**config.mk**
```make
export PLATFORM = sky130hd
export DESIGN_NAME = shfp_votes
export DESIGN_NICKNAME = d
export VERILOG_FILES = /design/src/rtl/core/shfp_pkg.sv /design/src/rtl/core/shfp_votes.sv
export SDC_FILE = /design/constraint.sdc
export NUM_CORES = 2
export LEC_CHECK = 0
export BUFFER_PORTS_ARGS = -buffer_cell sky130_fd_sc_hd__buf_2
export CORE_MARGIN = 10
export CORE_UTILIZATION = 54
export CTS_CLUSTER_SIZE = 12
export DETAILED_ROUTE_END_ITERATION = 8
export PLACE_DENSITY = 0.77
export SLEW_MARGIN = 20
export SYNTH_ARGS = -nofsm -noshare
export SYNTH_HDL_FRONTEND = slang
export SYNTH_SLANG_ARGS = --single-unit
export TNS_END_PERCENT = 20
```
**constraint.sdc**
```tcl
create_clock -name clk_i -period 7.9 [get_ports clk_i]
set_input_delay 0.395 -clock clk_i [delete_from_list [all_inputs] [get_ports clk_i]]
set_output_delay 0.395 -clock clk_i [all_outputs]
set_load 0.005 [all_outputs]
```
**src/rtl/core/shfp_pkg.sv**
```systemverilog
// Shared types, constants and helpers of the SimHash text fingerprint core.
`default_nettype none

package shfp_pkg;

  localparam int unsigned HASH_W = 32;
  localparam int unsigned PROD_W = 64;
  localparam int unsigned CNT_W  = 7;
  localparam int unsigned FP_W   = 32;

  // Significant bits of the values handed to the remainder unit
  localparam logic [CNT_W-1:0] TERM_BITS  = 7'd40;
  localparam logic [CNT_W-1:0] SUM_BITS   = 7'd33;
  localparam logic [CNT_W-1:0] POWER_BITS = 7'd64;

  // Token delimiters
  localparam logic [7:0] SEP_SPACE    = 8'h20;
  localparam logic [7:0] SEP_PERIOD   = 8'h2E;
  localparam logic [7:0] SEP_EXCLAIM  = 8'h21;
  localparam logic [7:0] SEP_QUESTION = 8'h3F;

  // Configuration register indexes
  localparam logic CFG_HASH_BASE    = 1'b0;
  localparam logic CFG_HASH_MODULUS = 1'b1;

  localparam logic [HASH_W-1:0] HASH_BASE_RST    = 32'd131;
  localparam logic [HASH_W-1:0] HASH_MODULUS_RST = 32'd4294967291;

  typedef enum logic [3:0] {
    ST_IDLE,
    ST_MUL_T,
    ST_GO_T,
    ST_RED_T,
    ST_GO_S,
    ST_RED_S,
    ST_GO_P,
    ST_RED_P,
    ST_CLOSE,
    ST_EMIT
  } shfp_state_e;

  typedef struct packed {
    logic             start;
    logic [CNT_W-1:0] nbits;
  } red_req_t;

  typedef struct packed {
    logic upd;
    logic clr;
  } vote_ctrl_t;

  function automatic logic is_sep(input logic [7:0] c);
    logic r;
    case (c) inside
      SEP_SPACE, SEP_PERIOD, SEP_EXCLAIM, SEP_QUESTION: r = 1'b1;
      default: r = 1'b0;
    endcase
    return r;
  endfunction

endpackage

`default_nettype wire

```
**src/rtl/core/shfp_votes.sv**
```systemverilog
// Bank of saturating signed vote counters, one per signature bit.
`default_nettype none

module shfp_votes
  import shfp_pkg::*;
#(
  parameter int unsigned SIG_BITS  = 32,
  parameter int unsigned VOTE_BITS = 16
) (
  input  wire logic              clk_i,
  input  wire logic              rst_ni,
  input  wire vote_ctrl_t        ctrl_i,
  input  wire logic [HASH_W-1:0] hash_i,
  output logic [FP_W-1:0]        fp_o
);

  localparam logic signed [VOTE_BITS-1:0] VoteMax = {1'b0, {(VOTE_BITS-1){1'b1}}};
  localparam logic signed [VOTE_BITS-1:0] VoteMin = {1'b1, {(VOTE_BITS-1){1'b0}}};
  localparam logic signed [VOTE_BITS-1:0] VoteOne = {{(VOTE_BITS-1){1'b0}}, 1'b1};

  logic signed [VOTE_BITS-1:0] vote_q [SIG_BITS];
  logic [SIG_BITS-1:0]         hbit;

  for (genvar j = 0; j < SIG_BITS; j++) begin : g_lane
    if (j < HASH_W) begin : g_hash
      assign hbit[j] = hash_i[j];
    end else begin : g_zero
      // hash has no bit here: vote only goes down
      assign hbit[j] = 1'b0;
    end

    always_ff @(posedge clk_i or negedge rst_ni) begin
      if (!rst_ni) begin
        vote_q[j] <= '0;
      end else if (ctrl_i.clr) begin
        vote_q[j] <= '0;
      end else if (ctrl_i.upd) begin
        if (hbit[j]) begin
          if (vote_q[j] != VoteMax) vote_q[j] <= vote_q[j] + VoteOne;
        end else begin
          if (vote_q[j] != VoteMin) vote_q[j] <= vote_q[j] - VoteOne;
        end
      end
    end
  end

  for (genvar k = 0; k < FP_W; k++) begin : g_fp
    if (k < SIG_BITS) begin : g_bit
      assign fp_o[k] = !vote_q[k][VOTE_BITS-1] && (vote_q[k] != '0);
    end else begin : g_pad
      assign fp_o[k] = 1'b0;
    end
  end

endmodule

`default_nettype wire
```
## Word-level counts from Yosys, hierarchy flattened

Cells that the tools add are included.

| word-level totals | value |
|---|---|
| register bits | 512 |
| bits in read-only memories | 0 |
| bits in latches | 0 |
| memories kept | 0 |
| memory bits (writable) | 0 |

| cells by class | value |
|---|---|
| add/sub/neg operators | 64 |
| multiply operators | 0 |
| shifts and indexed selects | 0 |
| equal/unequal tests | 96 |
| divide/modulo/power cells | 0 |
| order comparisons | 0 |
| bitwise gates (word level) | 0 |
| reductions and logical operators | 161 |
| mux-type cells | 160 |

Operator list:

| operator | number |
|---|---|
| two-way mux 16 bit | 160 |
| != test 16 bit, second input constant | 64 |
| adder 16 x 2 -> 16 bit, second input constant | 32 |
| nonzero test 16 bit | 32 |
| subtractor 16 x 2 -> 16 bit, second input constant | 32 |
| != test 3 x 2 -> 1 bit, second input constant | 32 |
| AND reduction 3 bit | 32 |
| nonzero test 3 bit | 32 |
| logical AND 1 bit | 32 |
| logical NOT 1 bit | 32 |
| nonzero test 2 bit | 1 |

## Logic depth before layout (Yosys ltp)

| logic depth | value |
|---|---|
| depth after elaboration | 5 |
| gate-level depth with buffers | 12 |

## Worst setup path after synthesis

Ideal clock, no wire load.

| timing | value |
|---|---|
| path kind | input to register |
| start point | input port hash_i[31] |
| end point | register vote_q[15] (netlist bit) |
| required time | 7.768 ns |
| slack | 4.778 ns |
| stages on the path | 12 |
| buffers on the path | 1 |
| arrival time | 2.990 ns |
| path through | clkbuf_1 inv_1 ha_1 a21o_1 a21o_1 a2111oi_0 o31ai_1 a41oi_1 nor3_1 nor3_1 xor2_1 nor2_1 |

| between the ends | value |
|---|---|
| longest elaborated chain between the ends | 3 |
| elaborated cells on any way between the ends | 6 |
| those cells by class | 1 x eq/ne; 3 x mux; 2 x reduce/logical |

Ends and longest elaborated chain:

| element | RTL line | RTL |
|---|---|---|
| start, declared | shfp_votes.sv:13 | `input wire logic [HASH_W-1:0] hash_i,` |
| two-way mux 16 bit | shfp_votes.sv:38 | `if (hbit[j]) begin` |
| two-way mux 16 bit | shfp_votes.sv:37 | `end else if (ctrl_i.upd) begin` |
| two-way mux 16 bit | shfp_votes.sv:35 | `end else if (ctrl_i.clr) begin` |
| end signal, assigned by index | shfp_votes.sv:34 | `vote_q[j] <= '0;` |
| end signal, assigned by index | shfp_votes.sv:36 | `vote_q[j] <= '0;` |
| end, declared | shfp_votes.sv:21 | `logic signed [VOTE_BITS-1:0] vote_q [SIG_BITS];` |

Parallel ways exist; a longest one is shown, timed or not. The select of a mux whose other input is x is not followed.
A chain may end at the register's enable or synchronous reset.

## Worst setup path after layout

| timing | value |
|---|---|
| start point | input port hash_i[18] |
| end point | register vote_q[223] (netlist bit) |

Same word-level chain as after synthesis.

==> summary.md <==
| Metric | Value |
|---|---|
| Clock Skews | `0.0245 ns` |
| Synth top area share | `0.311` |
| Vias in the first global route | `33800` |
| Commonest non-fill, non-tap cell in the layout | `dfrtp_1` |
| Die X | `296 um` |
| Fillers | `6489` |
| Setup Buffers After CTS | `0` |
| Power, Total | `10.9 mW` |
| Post-Syn Area per Cell | `9.28 um2` |
| Routed WL | `94.9 mm` |
| Largest registers | `vote_q x512` |
| Vias | `34700` |
| Post-CTS sizing | `0` |
| Post-synth top area cell | `dfrtp_1` |
| First-pass GRT wire length | `162 mm` |
| Synthesized flop and latch total | `512` |
| Core Region | `75800 um2` |
| Pin count of the biggest net entering global routing | `158` |
| CTS tree | `done` |
| Total CTS buffers | `61` |
| Clock power share | `0.292` |
| Register area share after synthesis | `0.311` |
| Synth-to-layout area growth | `8.90%` |
| FFs w/ async S/R, synth | `1.00` |
| Syn_nets | `4954` |
| Area after DPL | `42500 um2` |
| Final worst slack | `4.42 ns` |
| Fmax | `0.287 GHz` |
| Max-Slew Margin vs Limit | `0.276` |
| Post-CTS Hold Buffers | `3` |
| Cell area after layout | `44800 um2` |
| Outcome | `completed` |
| Min cycle time layout | `3.48 ns` |
| Clock sink count | `512` |
| Most frequent cells in the layout | `dfrtp_1 (512), ha_1 (448), a22o_1 (396)` |
| DRT Pass-1 Iters | `5` |
| Final slew viol count | `0` |
| Global route overflow | `0` |
| Pwr Density | `243 nW/um2` |
| DRC viols | `0` |
| Worst-Margin Slew | `1.08 ns` |
| Total Routing Usage GR | `0.213` |
| Wire per inst | `17.2 um` |
| Final number of hold-violating endpoints | `0` |
| Max clock buf depth | `3` |
| Register clock-pin slew on the reported worst setup and hold paths | `0.06 ns` |
| Switching Power | `3.88 mW` |
| Design internal power | `7.01 mW` |
| Full die area | `87700 um2` |
| Gpl congestion | `0.877` |
| Max Fanout on Critical Path | `15` |
| Setup Viol. Count Final | `0` |
| Clk Latency, worst-skew pair | `0.65 ns` |
| Mapped Cells | `4438` |
| Reg with most FFs | `vote_q` |
| Sequential power share | `0.330` |
| RSZ-0062 raised after global routing | `false` |
| Switch share | `0.357` |
| Fin crit share | `0.440` |
| DRT iter0 DRCs | `1832` |
| Maximum VDD drop | `0.000190 V` |
| CP Capture Type | `flip-flop` |
| Post-Place Cells | `5390` |
| Max Cap Viol | `0` |
| Final TNS setup | `0 ns` |
| CP required | `8.42 ns` |
| Distinct cell type count after synthesis | `70` |
| Post-layout net count | `4994` |
| Max reg flops | `512` |
| Worst hold path type | `in2reg` |
| Row count | `101` |
| CP Data Arrival Time | `4.00 ns` |
| Max H-tree Level | `2` |
| Post-Place Setup Slack | `4.25 ns` |
| Type of origin of the critical path | `input port` |
| WS Path Type | `in2reg` |
| Mapped cell area | `41200 um2` |
| Main synth FF type | `dfrtp_1` |
| Initial Util | `0.543` |
| Ys Warns | `0` |
| Non-filler cells, final | `5506` |
| PortBufs | `67` |
| Via density | `6.30` |
| Logic pwr share | `0.379` |
| Number of synthesized flops with an enable pin | `0` |
| CTS Root Cell | `clkbuf_16` |
| # IOs | `68` |
| P_leak | `21.5 nW` |
| Initial antenna violation count | `8` |
| Share of cells above drive strength 1 | `0.0548` |
| Dpl hpwl | `66.0 mm` |
| Final antenna-violating net count | `0` |
| Top area cells in the synthesized netlist | `dfrtp_1 (31%), ha_1 (14%), a22o_1 (8.4%)` |
| Height of the die | `296 um` |
-- cell families after synthesis --
| logic type | Yosys count | synth area share |
|---|---|---|
| fa+ha+maj | 480 | 0.152 |
| buf+inv | 258 | 0.0235 |
| mux | 58 | 0.0150 |
| compound gates | 1463 | 0.254 |
| flops | 512 | 0.311 |
| xor+xnor | 420 | 0.0893 |
| simple gates | 1247 | 0.155 |
-- cell type report --
| type | instances | area, um2 | area share |
|---|---|---|---|
| multi-input combinational | 3668 | 27400 | 0.612 |
| tap | 978 | 1220 | 0.0273 |
| inverter | 143 | 537 | 0.0120 |
| clock buffer | 88 | 1820 | 0.0406 |
| sequential | 512 | 12800 | 0.286 |
| timing repair buffer | 92 | 562 | 0.0125 |
| clock inverter | 21 | 440 | 0.00982 |
| antenna | 4 | 10.0 | 0.000223 |
-- final timing paths --
| path | from | endpoint | slack (ns) | cells after the start |
|---|---|---|---|---|
| max reg2reg | vote_q[336]$_DFFE_PN0P_ | vote_q[350]$_DFFE_PN0P_ | 4.71 | 10 |
| min reg2reg | vote_q[68]$_DFFE_PN0P_ | vote_q[68]$_DFFE_PN0P_ | 0.56 | 1 |
| min | hash_i[22] | vote_q[159]$_DFFE_PN0P_ | 0.07 | 3 |
| max | hash_i[18] | vote_q[223]$_DFFE_PN0P_ | 4.42 | 13 |
| max in group asynchronous | rst_ni | vote_q[91]$_DFFE_PN0P_ | 5.58 | 4 |
| min in group asynchronous | rst_ni | vote_q[98]$_DFFE_PN0P_ | 0.34 | 2 |
-- cell usage after synthesis, types with 50 or more instances --
cell and number:
nor2_1 331, inv_1 142, nor4_1 146, xor2_1 135, xnor2_1 285, clkbuf_1 114
dfrtp_1 512, nor3_1 131, a21oi_1 366, a21o_1 185, nand2_1 187, o21bai_1 87
a22o_1 396, or3_1 50, ha_1 448, nand3_1 65, o21ai_0 127, nand4_1 126
-- stage by stage --
step	hold WS, ns	utilization
floorplan	0.0994	-
global placement	0.442	0.561
detailed placement	0.441	0.561
CTS	0.0319	0.591
global route	0.0732	0.591
finish	0.0741	0.591
-- power groups by stage --
stage | Clock [mW] | Sequential, mW | Combinational, mW
floorplan | 0 | 3.44 | 3.37
global placement | 0 | 3.60 | 3.97
detailed placement | 0 | 3.61 | 4.09
CTS | 3.25 | 3.58 | 4.12
global route | 3.34 | 3.66 | 4.64
finish | 3.18 | 3.59 | 4.12
-- worst max-delay path, cell delays in order --
cell and delay (ns):
dlygate4sd3_1 0.53, buf_2 0.15, inv_1 0.41, ha_1 0.32, a21o_1 0.18, a21o_1 0.21
a2111oi_0 0.57, nor3_1 0.18, nor3_1 0.36, o31ai_1 0.20, mux2_2 0.30, o22ai_1 0.13
a21oi_1 0.05
-- per-layer routing --
layer | track usage | part of all wire | vias to the layer above
met2 | 0.353 | 0.46 | 625
met5 | 0 | 0.00045 | -
met1 | 0.284 | 0.47 | 16800
met3 | 0.0308 | 0.046 | 168
met4 | 0.0683 | 0.025 | 8
li1 | - | - | 17100
(Power assumes the default switching activity.)
