==> config.mk <==
export PLATFORM = sky130hd
export DESIGN_NAME = shfp_mod_reduce
export DESIGN_NICKNAME = d
export VERILOG_FILES = /design/src/rtl/core/shfp_pkg.sv /design/src/rtl/core/shfp_mod_reduce.sv
export SDC_FILE = /design/constraint.sdc
export NUM_CORES = 1
export LEC_CHECK = 0
export BUFFER_PORTS_ARGS = -buffer_cell sky130_fd_sc_hd__buf_4
export CORE_UTILIZATION = 49
export CTS_BUF_LIST = sky130_fd_sc_hd__clkbuf_4 sky130_fd_sc_hd__clkbuf_8
export DETAILED_ROUTE_END_ITERATION = 7
export PLACE_DENSITY = 0.7
export SYNTH_ARGS = -nofsm -noshare
export SYNTH_HDL_FRONTEND = slang
export SYNTH_SLANG_ARGS = --single-unit
==> constraint.sdc <==
create_clock -name clk_i -period 5.6 [get_ports clk_i]
set_input_delay 0.56 -clock clk_i [delete_from_list [all_inputs] [get_ports clk_i]]
set_output_delay 0.56 -clock clk_i [all_outputs]
set_load 0.03 [all_outputs]
==> src/rtl/core/shfp_pkg.sv <==
// Shared types, constants and helpers of the SimHash text fingerprint core.
`default_nettype none

package shfp_pkg;

  localparam int unsigned HASH_W = 32;
  localparam int unsigned PROD_W = 64;
  localparam int unsigned CNT_W  = 7;
  localparam int unsigned FP_W   = 32;

  // Significant bits of the values handed to the remainder unit
  localparam logic [CNT_W-1:0] TERM_BITS  = 7'd40;
  localparam logic [CNT_W-1:0] SUM_BITS   = 7'd33;
  localparam logic [CNT_W-1:0] POWER_BITS = 7'd64;

  // Token delimiters
  localparam logic [7:0] SEP_SPACE    = 8'h20;
  localparam logic [7:0] SEP_PERIOD   = 8'h2E;
  localparam logic [7:0] SEP_EXCLAIM  = 8'h21;
  localparam logic [7:0] SEP_QUESTION = 8'h3F;

  // Configuration register indexes
  localparam logic CFG_HASH_BASE    = 1'b0;
  localparam logic CFG_HASH_MODULUS = 1'b1;

  localparam logic [HASH_W-1:0] HASH_BASE_RST    = 32'd131;
  localparam logic [HASH_W-1:0] HASH_MODULUS_RST = 32'd4294967291;

  typedef enum logic [3:0] {
    ST_IDLE,
    ST_MUL_T,
    ST_GO_T,
    ST_RED_T,
    ST_GO_S,
    ST_RED_S,
    ST_GO_P,
    ST_RED_P,
    ST_CLOSE,
    ST_EMIT
  } shfp_state_e;

  typedef struct packed {
    logic             start;
    logic [CNT_W-1:0] nbits;
  } red_req_t;

  typedef struct packed {
    logic upd;
    logic clr;
  } vote_ctrl_t;

  function automatic logic is_sep(input logic [7:0] c);
    logic r;
    case (c) inside
      SEP_SPACE, SEP_PERIOD, SEP_EXCLAIM, SEP_QUESTION: r = 1'b1;
      default: r = 1'b0;
    endcase
    return r;
  endfunction

endpackage

`default_nettype wire

==> src/rtl/core/shfp_mod_reduce.sv <==
// Bit-serial restoring remainder unit: value mod modulus, one bit per cycle.
`default_nettype none

module shfp_mod_reduce
  import shfp_pkg::*;
(
  input  wire logic              clk_i,
  input  wire logic              rst_ni,
  input  wire red_req_t          req_i,
  input  wire logic [PROD_W-1:0] x_i,
  input  wire logic [HASH_W-1:0] mod_i,
  output logic                   done_o,
  output logic [HASH_W-1:0]      res_o
);

  logic [HASH_W-1:0] r_q, r_d;
  logic [PROD_W-1:0] x_q, x_d;
  logic [CNT_W-1:0]  cnt_q, cnt_d;
  logic              busy_q, busy_d;
  logic              done_q, done_d;

  logic [HASH_W:0]   trial;
  logic [HASH_W:0]   diff;
  logic [CNT_W-1:0]  lshift;

  always_comb begin
    trial  = {r_q, x_q[PROD_W-1]};
    diff   = trial - {1'b0, mod_i};
    lshift = POWER_BITS - req_i.nbits;
    r_d    = r_q;
    x_d    = x_q;
    cnt_d  = cnt_q;
    busy_d = busy_q;
    done_d = 1'b0;
    if (req_i.start) begin
      if (mod_i == '0) begin
        // modulus zero stands for 2^32: plain wrap
        r_d    = x_i[HASH_W-1:0];
        done_d = 1'b1;
      end else begin
        // align the significant bits to the top
        r_d    = '0;
        x_d    = x_i << lshift;
        cnt_d  = req_i.nbits;
        busy_d = 1'b1;
      end
    end else if (busy_q) begin
      r_d   = (trial >= {1'b0, mod_i}) ? diff[HASH_W-1:0] : trial[HASH_W-1:0];
      x_d   = {x_q[PROD_W-2:0], 1'b0};
      cnt_d = cnt_q - CNT_W'(1);
      if (cnt_q == 7'd1) begin
        busy_d = 1'b0;
        done_d = 1'b1;
      end
    end
  end

  always_ff @(posedge clk_i or negedge rst_ni) begin
    if (!rst_ni) begin
      busy_q <= 1'b0;
      done_q <= 1'b0;
      cnt_q  <= '0;
    end else begin
      busy_q <= busy_d;
      done_q <= done_d;
      cnt_q  <= cnt_d;
    end
  end

  always_ff @(posedge clk_i) begin
    r_q <= r_d;
    x_q <= x_d;
  end

  assign done_o = done_q;
  assign res_o  = r_q;

endmodule

`default_nettype wire

Yosys cells after proc, flatten, opt, wreduce, memory -nomap -nowiden
Index checks and enable logic that the tools add are counted.
- add/sub/neg operators: 3
- $lt $le $gt $ge: 1
- eq/ne operators: 2
- shift-type cells: 1
- multiplexer cells: 18
- reduce and logical (&&, ||, !) cells: 3
- operator list (operator ; number):
    two-way mux 64 bit ; 3
    two-way mux 32 bit ; 4
    left shift 64 x 7 -> 64 bit ; 1
    >= comparator 33 x 32 -> 1 bit ; 1
    zero test 32 bit ; 1
    subtractor 32 bit ; 1
    two-way mux 7 bit ; 3
    two-way mux 1 bit ; 8
    == test 7 x 1 -> 1 bit (second input constant) ; 1
    subtractor 7 x 1 -> 7 bit (second input constant) ; 1
    subtractor 7 bit (first input constant) ; 1
    != test 2 bit (second input constant) ; 1
    AND reduction 2 bit ; 1
    nonzero test 2 bit ; 1
- flip-flop bits (word level): 105
- input bits: 106
- output and inout bits: 33
- word-level logic and storage cells: 33

Depth between registers and ports, before layout
- depth after elaboration: 4
- mapped depth: 16
- depth with buffers taken out: 13

Least setup slack after synthesis
Ideal clock, no wire load.
- path type: input -> register
- from: input req_i[0] (netlist name)
- to: register x_q[52] (data pin)
- setup time: 0.261 ns
- data arrival time: 3.546 ns
- data required time: 5.339 ns
- path slack: 1.793 ns
- cell stages on the path: 14
- buffers on the path: 6
- cells stage by stage: buf_2 buf_2 inv_1 clkbuf_1 ha_1 buf_2 buf_1 buf_1 mux4_2 mux2i_1 nand2_1 o211ai_1 o21ai_0 a221o_1
- word-level cells in the longest chain between the ends: 4
- ends and longest elaborated chain (what ; line ; text):
    start: declaration ; shfp_mod_reduce.sv:9 ; input wire red_req_t req_i,
    subtractor 7 bit ; shfp_mod_reduce.sv:29 ; lshift = POWER_BITS - req_i.nbits;
    left shift 64 x 7 -> 64 bit ; shfp_mod_reduce.sv:43 ; x_d = x_i << lshift;
    two-way mux 64 bit ; shfp_mod_reduce.sv:36 ; if (mod_i == '0) begin
    two-way mux 64 bit ; shfp_mod_reduce.sv:35 ; if (req_i.start) begin
    via x_d[52] ; shfp_mod_reduce.sv:17 ; logic [PROD_W-1:0] x_q, x_d;
    end signal: assignment ; shfp_mod_reduce.sv:72 ; x_q <= x_d;
    end: declaration ; shfp_mod_reduce.sv:17 ;
The timed path passes the listed nets, and every way through them passes these cells. The select of a mux whose other input is x is not followed.
A chain may end at the register's enable or synchronous reset.

Final worst setup path
- from: register r_q[8] (netlist: res_o[8])
- to: register r_q[14] (netlist: res_o[14]) (data pin)
- word-level cells in the longest chain between the ends: 4
- elaborated cells between the ends (all ways): 5
- classes of those cells: 1 x add/sub; 1 x order compare; 3 x mux
- ends and longest elaborated chain (what ; line ; text):
    start: declaration ; shfp_mod_reduce.sv:16 ; logic [HASH_W-1:0] r_q, r_d;
    start signal: assignment ; shfp_mod_reduce.sv:71 ; r_q <= r_d;
    subtractor 32 bit / >= comparator 33 x 32 -> 1 bit (equally long branches) ; shfp_mod_reduce.sv:28, shfp_mod_reduce.sv:48 ;
    two-way mux 32 bit (*) ; shfp_mod_reduce.sv:48 ; r_d = (trial >= {1'b0, mod_i}) ? diff[HASH_W-1:0] : trial[HASH_W-1:0];
    two-way mux 32 bit (*) ; shfp_mod_reduce.sv:47 ; end else if (busy_q) begin
    two-way mux 32 bit (*) ; shfp_mod_reduce.sv:35 ;
    via r_d[14] ; shfp_mod_reduce.sv:16 ;
Mark *: on every way through the listed nets, which the timed path passes. The rest lies on a longest branch. The select of a mux whose other input is x is not followed.

==> metrics.md <==
| Metric | Value |
|---|---|
| Outcome | finished clean |
| Die Area | 21400 µm² |
| Share of flip-flops with an asynchronous set or reset | 0.0857 |
| Total CTS buffers | 9 |
| Syn_nets | ~1.3k |
| Remaining DRCs | 0 |
| Dpl hpwl | ~26 mm |
| CTS tree | yes |
| Antenna-violating nets left | 0 |
| Most frequent cells in the layout | nand2_1, buf_4, edfxtp_1, a21oi_1, nor2_1 |
| Core region area | 20300 µm² |
| PortBufs | about 140 |
| HP Class | in -> reg |
| Top_reg_cell synth | edfxtp_1 |
| Number of top-level pins | about 140 |
| Global route total overflow | 0 |
| Tcrit/Tclk final | 0.699 |
| Fin nets | roughly 1.4k |
| Clock Skew | around 0.016 ns |
| Antenna cells | 0 |
| Via/cell ratio | 6.42 |
| Clock Tree Buf Depth | 2 |
| #FFs+latches synth | 105 |
| CP Launch Type | flop |
| Clock Tree Root | clkbuf_8 |
| Num Clock Sinks | approximately 110 |
| Leakage | between 4 and 5 nW |
| Max-cap violations | 0 |
| Routability congestion estimate from global placement | roughly 0.99 |
| Post-layout min period | roughly 3.9 ns |
| Total GRT Usage | 0.318 |
| Final hold viol count | 0 |
| # fillers | 1935 |
| RSZ-0062 raised after global routing | no |
| Area grow syn2layout | 13.7% |
| H-tree depth | 3 |
| Post-Synthesis Cells | ~1.2k |
| Die Y-Extent | between 100 and 150 µm |
| Worst-margin pin slew | slightly below 1 ns |
| Seq/Total Area, Yosys | 0.305 |
| Kind of critical path | reg -> reg |
| Final Core Density | 0.571 |
| First-pass GRT wire length | about 52 mm |
| P per Cell Area | around 340 nW/µm² |
| Crit. End Element | flop |
| Starting Density | 0.502 |
| Post-CTS sizing | 0 |
| FP Rows | 52 |
| Final WL | 34.1 mm |
| Setup TNS | 0 ns |
| Setup bufs post-CTS | 0 |
| Via count | slightly below 10k |
| Worst EP required | roughly 5.7 ns |
| Pwr Total | ~3.9 mW |
| Clk_lat worst skew | between 0.4 and 0.5 ns |
| Vias in the first global route | around 8.9k |
| Highest Clock Rate | 256 MHz |
| Max Slew Vio Count | 0 |
| Relative slew slack | 0.341 |
| Drt first-iter violations | approximately 1.1k |
| Post-Syn Area | between 10000 and 15000 µm² |
| Ratio of cells with drive above 1 in the final layout | 0.195 |
| Largest net degree at the start of global routing | 67 |
| DRT Pass-1 Iters | 6 |
| CTS Hold Buffers Added | 1 |
| Syn_area_per_cell | a little under 9 µm² |
| Peak VDD IR | roughly 0.29 mV |
| Worst EP arrival | between 4 and 5 ns |
| Wire per inst | 22.4 µm |
| Post-synth EDFFs | 96 |
| Yosys cell types | 66 |
| Die width | around 150 µm |
| YS warnings | 0 |
| CP max FO | 19 |
| Setup-failing EPs final | 0 |
| Clock slew at reported path FFs | approximately 0.12 ns |
| Antenna violations before repair | 0 |
| Most common cell after layout, fill and taps aside | nand2_1 |
-- sequential cells by signal, indices dropped and copies added (netlist names) --
| signal | count |
|---|---|
| res_o | 32 |
| x_q | 64 |
| done_o | 1 |
| busy_q | 1 |
| cnt_q | 7 |
-- where the power goes --
part	switching, mW	internal (mW)
sequential	0.133	1.05
clock	0.326	0.171
combinational	1.36	0.877
total	1.82	2.10
-- through the flow --
stage,instance area (µm²),instances,hold slack (ns),setup WS (ns)
global route,11600,1519,0.431,1.46
finish,11600,1519,0.418,1.69
CTS,11600,1519,0.405,1.78
detailed placement,11400,1502,0.393,1.42
floorplan,10200,1168,0.264,1.79
global placement,11400,1502,0.392,1.53
-- cell usage after synthesis (all sizes together), types with 4 or more instances --
| cell type | instances | area (µm²) |
|---|---|---|
| nand4 | 11 | 68.8 |
| mux4 | 48 | 1080 |
| nor2 | 86 | 323 |
| xnor2 | 18 | 158 |
| o221ai | 24 | 210 |
| mux2i | 62 | 621 |
| nor3 | 18 | 90.1 |
| a21o | 6 | 45.0 |
| nor2b | 7 | 43.8 |
| xor2 | 16 | 140 |
| o21ai | 94 | 470 |
| o21bai | 4 | 30.0 |
| o2bb2ai | 31 | 272 |
| o21a | 5 | 37.5 |
| a21oi | 91 | 455 |
| clkbuf | 53 | 199 |
| buf | 36 | 206 |
| nand2 | 204 | 766 |
| dfrtp | 9 | 225 |
| a211oi | 11 | 82.6 |
| nand2b | 9 | 56.3 |
| edfxtp | 96 | 2880 |
| o211ai | 13 | 97.6 |
| mux2 | 5 | 56.3 |
| nor4 | 14 | 100 |
| inv | 50 | 188 |
| a31oi | 7 | 43.8 |
| o31ai | 5 | 42.5 |
| a22oi | 18 | 135 |
| a221o | 9 | 90.1 |
| ha | 35 | 438 |
| and3 | 5 | 31.3 |
| or3 | 6 | 42.5 |
| nand3 | 30 | 150 |
-- final timing paths --
kind                       cells after the start  slack [ns]        end      from
min in group asynchronous                      2        0.50   cnt_q[5]    rst_ni
min reg2reg                                    1        0.53     x_q[5]    x_q[4]
min                                            3        0.42   cnt_q[5]  req_i[5]
max                                           10        1.69  res_o[14]  res_o[8]
max in group asynchronous                      2        4.96   cnt_q[1]    rst_ni
max reg2reg                                   10        1.69  res_o[14]  res_o[8]
-- kinds of logic (layout without fill, tap and decap cells) --
kind of cell	Yosys count	in the layout	share of synthesized area
DFF	105	105	0.305
adders and majority gates	36	36	0.0450
buffers and inverters	139	220	0.0582
AOI/OAI and AO/OA	341	341	0.220
and+or+nand+nor	398	398	0.170
muxes	115	115	0.173
xor gates and xnor gates	34	34	0.0292
-- metal layers --
metal / vias up / wire length [µm] / track usage
met5: - / 0 / 0
met4: 0 / 713 / 0.0880
met3: 44 / 3340 / 0.0491
met2: 540 / 14900 / 0.466
met1: 4631 / 15100 / 0.483
li1: 4534 / - / -
-- critical path, cell delays in order, from the launching register on --
cell      delay (ns)
edfxtp_1        0.46
ha_1            0.45
nand3_1         0.26
o32ai_1         0.44
o21bai_1        0.18
o21ba_2         0.27
o21ba_2         0.27
o311ai_4        0.54
buf_4           0.43
mux2i_1         0.22
o21ai_0         0.10
-- final cells by class --
class	count	area (µm²)	share of cell area
multi-input combinational	924	6590	0.569
sequential	105	3110	0.268
timing repair buffer	154	1170	0.101
tap	270	338	0.0292
inverter	50	188	0.0162
clock buffer	9	124	0.0107
clock inverter	7	65.1	0.00562
Note: power is estimated with default switching activity, not from simulation.
